### config.mk
export PLATFORM = sky130hd
export DESIGN_NAME = icmp_chk_parser
export DESIGN_NICKNAME = d
export VERILOG_FILES = /design/src/icmp_chk_pkg.sv /design/src/icmp_chk_parser.sv
export SDC_FILE = /design/constraint.sdc
export NUM_CORES = 1
export LEC_CHECK = 0
export ABC_AREA = 1
export BUFFER_PORTS_ARGS = -buffer_cell sky130_fd_sc_hd__buf_4
export CORE_UTILIZATION = 49
export DETAILED_ROUTE_END_ITERATION = 10
export PLACE_DENSITY = 0.7
export SETUP_SLACK_MARGIN = 0.02
export SYNTH_ARGS = -nofsm -noshare
export SYNTH_HDL_FRONTEND = slang
export SYNTH_SLANG_ARGS = --single-unit
### constraint.sdc
create_clock -name clk -period 13 [get_ports clk]
set_input_delay 2.6 -clock clk [delete_from_list [all_inputs] [get_ports clk]]
set_output_delay 2.6 -clock clk [all_outputs]
set_load 0.05 [all_outputs]
### src/icmp_chk_pkg.sv
// Shared types, status codes and constants for the ICMP echo reply checker.
package icmp_chk_pkg;

    // Status codes reported with each packet result.
    localparam logic [2:0] ST_OK        = 3'd0;
    localparam logic [2:0] ST_BAD_SUM   = 3'd1;
    localparam logic [2:0] ST_NOT_REPLY = 3'd2;
    localparam logic [2:0] ST_BAD_ID    = 3'd3;
    localparam logic [2:0] ST_MALFORMED = 3'd4;

    // Byte positions in the IPv4 header.
    localparam logic [15:0] POS_VER_IHL  = 16'd0;
    localparam logic [15:0] POS_LEN_HI   = 16'd2;
    localparam logic [15:0] POS_LEN_LO   = 16'd3;
    localparam logic [15:0] POS_TTL      = 16'd8;
    localparam logic [15:0] MIN_HDR      = 16'd20;
    localparam logic [15:0] COUNT_MAX    = 16'hffff;

    // Byte offsets in the ICMP message.
    localparam logic [15:0] OFF_TYPE     = 16'd0;
    localparam logic [15:0] OFF_ID_HI    = 16'd4;
    localparam logic [15:0] OFF_ID_LO    = 16'd5;
    localparam logic [15:0] OFF_SEQ_HI   = 16'd6;
    localparam logic [15:0] OFF_SEQ_LO   = 16'd7;

    localparam logic [15:0] SUM_GOOD     = 16'hffff;

    // Per-packet fields handed from the parser to the status evaluation.
    typedef struct packed {
        logic [5:0]  header_bytes;
        logic [15:0] total_bytes;
        logic [15:0] byte_count;
        logic [15:0] ones_sum;
        logic [7:0]  pending_high;
        logic [7:0]  msg_type;
        logic [15:0] msg_ident;
        logic [15:0] msg_seq;
        logic [7:0]  ttl_seen;
    } pkt_summary_t;

    // Ones-complement add of two 16-bit words with end-around carry.
    function automatic logic [15:0] fold_add(input logic [15:0] s, input logic [15:0] w);
        logic [16:0] t;
        t = {1'b0, s} + {1'b0, w};
        return t[15:0] + {15'd0, t[16]};
    endfunction

endpackage

### src/icmp_chk_parser.sv
// Byte parser: tracks header fields, ICMP fields and the running checksum.
module icmp_chk_parser (
    input  logic                       clk,
    input  logic                       rst_n,
    input  logic                       accept,
    input  logic [7:0]                 pkt_byte,
    input  logic                       last_byte,
    output icmp_chk_pkg::pkt_summary_t summary
);
    import icmp_chk_pkg::*;

    logic [15:0] byte_index_reg, byte_index_next;
    logic [5:0]  header_bytes_reg, header_bytes_next;
    logic [15:0] total_bytes_reg, total_bytes_next;
    logic [15:0] ones_sum_reg, ones_sum_next;
    logic [7:0]  pending_high_reg, pending_high_next;
    logic [7:0]  msg_type_reg, msg_type_next;
    logic [15:0] msg_ident_reg, msg_ident_next;
    logic [15:0] msg_seq_reg, msg_seq_next;
    logic [7:0]  ttl_seen_reg, ttl_seen_next;

    logic [15:0] offset;
    logic        in_icmp;

    // Offset into the ICMP message and whether this byte belongs to it.
    assign offset  = byte_index_reg - {10'd0, header_bytes_reg};
    assign in_icmp = (byte_index_reg >= MIN_HDR)
                  && ({10'd0, header_bytes_reg} >= MIN_HDR)
                  && (byte_index_reg >= {10'd0, header_bytes_reg})
                  && (byte_index_reg < total_bytes_reg);

    // Next per-packet state for the byte in this transaction.
    always_comb
    begin
        header_bytes_next = header_bytes_reg;
        total_bytes_next  = total_bytes_reg;
        ttl_seen_next     = ttl_seen_reg;
        msg_type_next     = msg_type_reg;
        msg_ident_next    = msg_ident_reg;
        msg_seq_next      = msg_seq_reg;
        pending_high_next = pending_high_reg;
        ones_sum_next     = ones_sum_reg;

        case (byte_index_reg)
            POS_VER_IHL: header_bytes_next = {pkt_byte[3:0], 2'b00};
            POS_LEN_HI:  total_bytes_next  = {pkt_byte, total_bytes_reg[7:0]};
            POS_LEN_LO:  total_bytes_next  = {total_bytes_reg[15:8], pkt_byte};
            POS_TTL:     ttl_seen_next     = pkt_byte;
            default:     ;
        endcase

        if (in_icmp)
        begin
            case (offset)
                OFF_TYPE:   msg_type_next  = pkt_byte;
                OFF_ID_HI:  msg_ident_next = {pkt_byte, msg_ident_reg[7:0]};
                OFF_ID_LO:  msg_ident_next = {msg_ident_reg[15:8], pkt_byte};
                OFF_SEQ_HI: msg_seq_next   = {pkt_byte, msg_seq_reg[7:0]};
                OFF_SEQ_LO: msg_seq_next   = {msg_seq_reg[15:8], pkt_byte};
                default:    ;
            endcase
            if (!offset[0])
            begin
                pending_high_next = pkt_byte;
            end
            else
            begin
                ones_sum_next = fold_add(ones_sum_reg, {pending_high_reg, pkt_byte});
            end
        end

        // The byte counter saturates on very long packets.
        if (byte_index_reg != COUNT_MAX)
        begin
            byte_index_next = byte_index_reg + 16'd1;
        end
        else
        begin
            byte_index_next = byte_index_reg;
        end
    end

    // Summary seen by the evaluation includes the current byte.
    always_comb
    begin
        summary.header_bytes = header_bytes_next;
        summary.total_bytes  = total_bytes_next;
        summary.byte_count   = byte_index_next;
        summary.ones_sum     = ones_sum_next;
        summary.pending_high = pending_high_next;
        summary.msg_type     = msg_type_next;
        summary.msg_ident    = msg_ident_next;
        summary.msg_seq      = msg_seq_next;
        summary.ttl_seen     = ttl_seen_next;
    end

    // State registers; the final byte clears everything for the next packet.
    always_ff @(posedge clk or negedge rst_n)
    begin
        if (!rst_n)
        begin
            byte_index_reg   <= '0;
            header_bytes_reg <= '0;
            total_bytes_reg  <= '0;
            ones_sum_reg     <= '0;
            pending_high_reg <= '0;
            msg_type_reg     <= '0;
            msg_ident_reg    <= '0;
            msg_seq_reg      <= '0;
            ttl_seen_reg     <= '0;
        end
        else if (accept)
        begin
            if (last_byte)
            begin
                byte_index_reg   <= '0;
                header_bytes_reg <= '0;
                total_bytes_reg  <= '0;
                ones_sum_reg     <= '0;
                pending_high_reg <= '0;
                msg_type_reg     <= '0;
                msg_ident_reg    <= '0;
                msg_seq_reg      <= '0;
                ttl_seen_reg     <= '0;
            end
            else
            begin
                byte_index_reg   <= byte_index_next;
                header_bytes_reg <= header_bytes_next;
                total_bytes_reg  <= total_bytes_next;
                ones_sum_reg     <= ones_sum_next;
                pending_high_reg <= pending_high_next;
                msg_type_reg     <= msg_type_next;
                msg_ident_reg    <= msg_ident_next;
                msg_seq_reg      <= msg_seq_next;
                ttl_seen_reg     <= ttl_seen_next;
            end
        end
    end

endmodule

==> results.txt <==
Grouping stages by cell kind, the critical path spends the most delay in simple AND/OR/NAND/NOR gates. After clock tree synthesis, the clock-pin slew on the worst setup and hold paths is 0.08 ns. The routability congestion estimate came out at 0.934. The final cell count without fillers is 1641. The growth of design area from synthesis to finish is 16.3%.

The worst hold path terminates at msg_seq_reg[12]$_DFFE_PN0P_. The die is 134 µm wide. The DRC violation total after the first TritonRoute iteration came out at 701.

The final global-route overflow total came out at 0. The starting utilization of the core area came out at 0.508. The worst path meets setup with 4.55 ns of slack. OpenSTA, run right after detailed placement, puts the worst setup slack at 4.55 ns. The number of inserted diodes is 0. Entering global routing, the biggest net connects 62 pins.

The worst hold path begins at msg_seq_reg[12]$_DFFE_PN0P_. The max-slew violation count was 0. Setup violations remaining at the end of the flow were counted as 0.

Of all flip-flops after synthesis, the portion carrying an async set or reset was 1.00. In the layout the commonest cells are 482 x sky130_fd_sc_hd__nand2_1, 190 x sky130_fd_sc_hd__inv_1, 124 x sky130_fd_sc_hd__buf_4. The worst hold margin is 0.483 ns. The register-to-register setup slack came out at 9.44 ns. The overall die height came out at 134 µm. The most frequent cell on the critical path is sky130_fd_sc_hd__nand2_1.

The required arrival time at the worst endpoint came out at 10.40 ns. In this run the critical register-to-register path is captured at ones_sum_reg[12]$_DFFE_PN0P_. 122 I/O pins were placed. The run finished with clean final reports.

Adding up every negative setup slack in the final design gives 0 ns. The number of global-route vias before repair is 8047. The layout net count is 1473. The worst hold path belongs to the class flop to flop.

The number of standard cells after synthesis is 1314. VDD sags by at most 0.0000762 V. In this run the tightest slew margin relative to its limit is 0.383.

TritonCTS built the clock tree. The power per unit of standard cell area came out at 91.4 mW/mm². The number of flip-flops and latches in the synthesized netlist is 110. Dividing the final minimum period by the clock period gives 0.650. The transition time at the pin with the least slew margin is 0.924 ns. The H-tree was split into 3 levels. The via total after detailed routing came out at 8795. The total DRC errors in the routed layout is 0.

The maximum buffer depth of the clock tree is 2. Data on the critical path arrives at its endpoint at 5.85 ns. The number of hold-slack violations in the final timing report is 0. Together, buffers and inverters on the worst path number 3. The post-cts gate resize count came out at 0. Of the synthesized area, sequential elements account for 0.322. The placed instance area came out at 0.00960 mm². For this design, the slowest cell found on the critical path is sky130_fd_sc_hd__fa_1. The leading register cell type out of synthesis is sky130_fd_sc_hd__dfrtp_1.

The die covers 0.0180 mm². The half-perimeter wire length after placement came out at 19200 µm. The mean post-synth cell area is 6.50 µm². In this run the critical register-to-register path is launched from ones_sum_reg[0]$_DFFE_PN0P_. The synthesized netlist net count came out at 1371.

The initial antenna violation count was 0. Clock tree synthesis found a total of 110 sinks. The mean number of vias per cell is 5.36.

The core box area came out at 0.0168 mm². The signal on the critical path passes through buf_4, ha_1, fa_1, nand2_1, nand3_1, nand3_1, nand2_1, nand2_1, nand2_1, a21oi_1, o21bai_1, ha_1, ha_1, inv_1, nor2_1, nand3_1, nor2_1, nand3_1, nor2_1, nand2_1, nand2_1, nand2_1, a21boi_0, buf_4. The first-pass GRT wire length came out at 41700 µm. The routed wire length came out at 26100 µm.

The length of the first detailed-routing pass in iterations came out at 6. The count of max-cap constraint violations came out at 0. The leakage component of the power is 5.76 nW. The library cell used most frequently in the layout, excluding fill and tap cells, is sky130_fd_sc_hd__nand2_1. The number of rows in the core area is 47. The filler cell count came out at 1694. After synthesis, the netlist uses 49 different library cells. The setup clock skew after layout is 0.00952 ns. The number of buffers added by the clock tree synthesis step is 9.

The worst setup path is captured at an output pin. STA classifies the critical path startpoint as an input pin. The number of enable-type register cells in the synthesized netlist came out at 0. In the final layout, the share of cells above drive strength 1 is 0.132. In this design, the stage delay of the slowest critical-path cell is 0.30 ns. The highest fanout seen on the critical path came out at 4. The achievable clock frequency came out at 118 MHz. Setup repair after global routing left no endpoint under its margin. The core utilization of the finished layout is 0.591. Subtracting the final worst setup slack from the clock period gives 8.45 ns. The worst setup path startpoint is pkt_byte[0]. The cell total after placement came out at 1625.

The insertion delay to the later sink of the worst-skew pair came out at 0.36 ns. The post-layout total power came out at 0.908 mW. Dividing the detail-routed wire length by the instance count gives 15.9 µm. Port buffering added 121 buffers. The number of buffers added for setup after CTS came out at 0. The overall global routing resource usage is 0.297.

The number of stages on the worst hold path came out at 2. With fillers left out, the area of the finished cells amounts to 0.00994 mm². The tree is rooted in a sky130_fd_sc_hd__clkbuf_16. The Yosys warning count is 0. By startpoint and endpoint, the worst setup path is classified as input pin to output pin. The cell area after synthesis came out at 0.00855 mm². Hold repair after CTS inserted 0 buffers. The depth of the worst register-to-register path came out at 22. The number of nets with antenna violations after detailed routing is 0.
-- cells by family after synthesis --
| group | after synthesis | synth area share |
|---|---|---|
| AOI/OAI and AO/OA | 144 | 0.0952 |
| xor gates and xnor gates | 15 | 0.0154 |
| adders and majority gates | 45 | 0.0676 |
| buffers and inverters | 234 | 0.107 |
| DFF | 110 | 0.322 |
| and+or+nand+nor | 766 | 0.393 |
-- synth_stat cells, types with 5 or more instances --
library cell	count	area, µm²
sky130_fd_sc_hd__a21oi_1	17	85.1
sky130_fd_sc_hd__a22o_1	10	87.6
sky130_fd_sc_hd__buf_2	6	30.0
sky130_fd_sc_hd__clkbuf_1	21	78.8
sky130_fd_sc_hd__dfrtp_1	110	2750
sky130_fd_sc_hd__ha_1	43	538
sky130_fd_sc_hd__inv_1	190	713
sky130_fd_sc_hd__inv_2	8	30.0
sky130_fd_sc_hd__nand2_1	482	1810
sky130_fd_sc_hd__nand2_2	5	31.3
sky130_fd_sc_hd__nand3_1	121	606
sky130_fd_sc_hd__nand4_1	22	138
sky130_fd_sc_hd__nor2_1	86	323
sky130_fd_sc_hd__nor2_4	6	67.6
sky130_fd_sc_hd__nor3_1	10	50.1
sky130_fd_sc_hd__o21ai_0	59	295
sky130_fd_sc_hd__o21ai_1	29	145
sky130_fd_sc_hd__o22ai_1	19	119
sky130_fd_sc_hd__xor2_1	12	105
-- final cells by class --
type | instances | area, µm² | share of cell area
Clock buffer | 9 | 225 | 0.0227
Clock inverter | 7 | 115 | 0.0116
Inverter | 201 | 757 | 0.0761
Multi-Input combinational cell | 970 | 4890 | 0.491
Sequential cell | 110 | 2750 | 0.277
Tap cell | 220 | 275 | 0.0277
Timing Repair Buffer | 124 | 931 | 0.0936
-- report_power, final --
group	total [mW]	switching, mW	internal [mW]
combinational	0.233	0.169	0.0637
clock	0.323	0.148	0.174
sequential	0.353	0.00483	0.348
-- per-layer routing --
| layer | share of wire | global-route usage | wire length (µm) | up-vias |
|---|---|---|---|---|
| met4 | 0.023 | 0.0974 | 599 | 0 |
| met3 | 0.061 | 0.0344 | 1590 | 43 |
| met2 | 0.47 | 0.488 | 12200 | 335 |
| li1 | - | - | - | 4372 |
| met1 | 0.45 | 0.406 | 11700 | 4045 |
| met5 | 0 | 0 | 0 | - |
-- how the worst max path moves through the flow --
| stage | to | slack [ns] | depth (start not counted) |
|---|---|---|---|
| after global routing | summary[70] | 4.09 | 24 |
| after floorplan | summary[70] | 4.38 | 22 |
| after detailed placement | summary[68] | 4.55 | 22 |
| after global placement | summary[70] | 4.61 | 24 |
| after CTS | summary[70] | 4.53 | 24 |
| final | summary[70] | 4.55 | 24 |
-- worst min-delay path, delay by kind of cell, from the launching register on --
family / cells / cell delay [ns]
DFF: 1 / 0.35
and+or+nand+nor: 2 / 0.10
(Power assumes the default switching activity.)
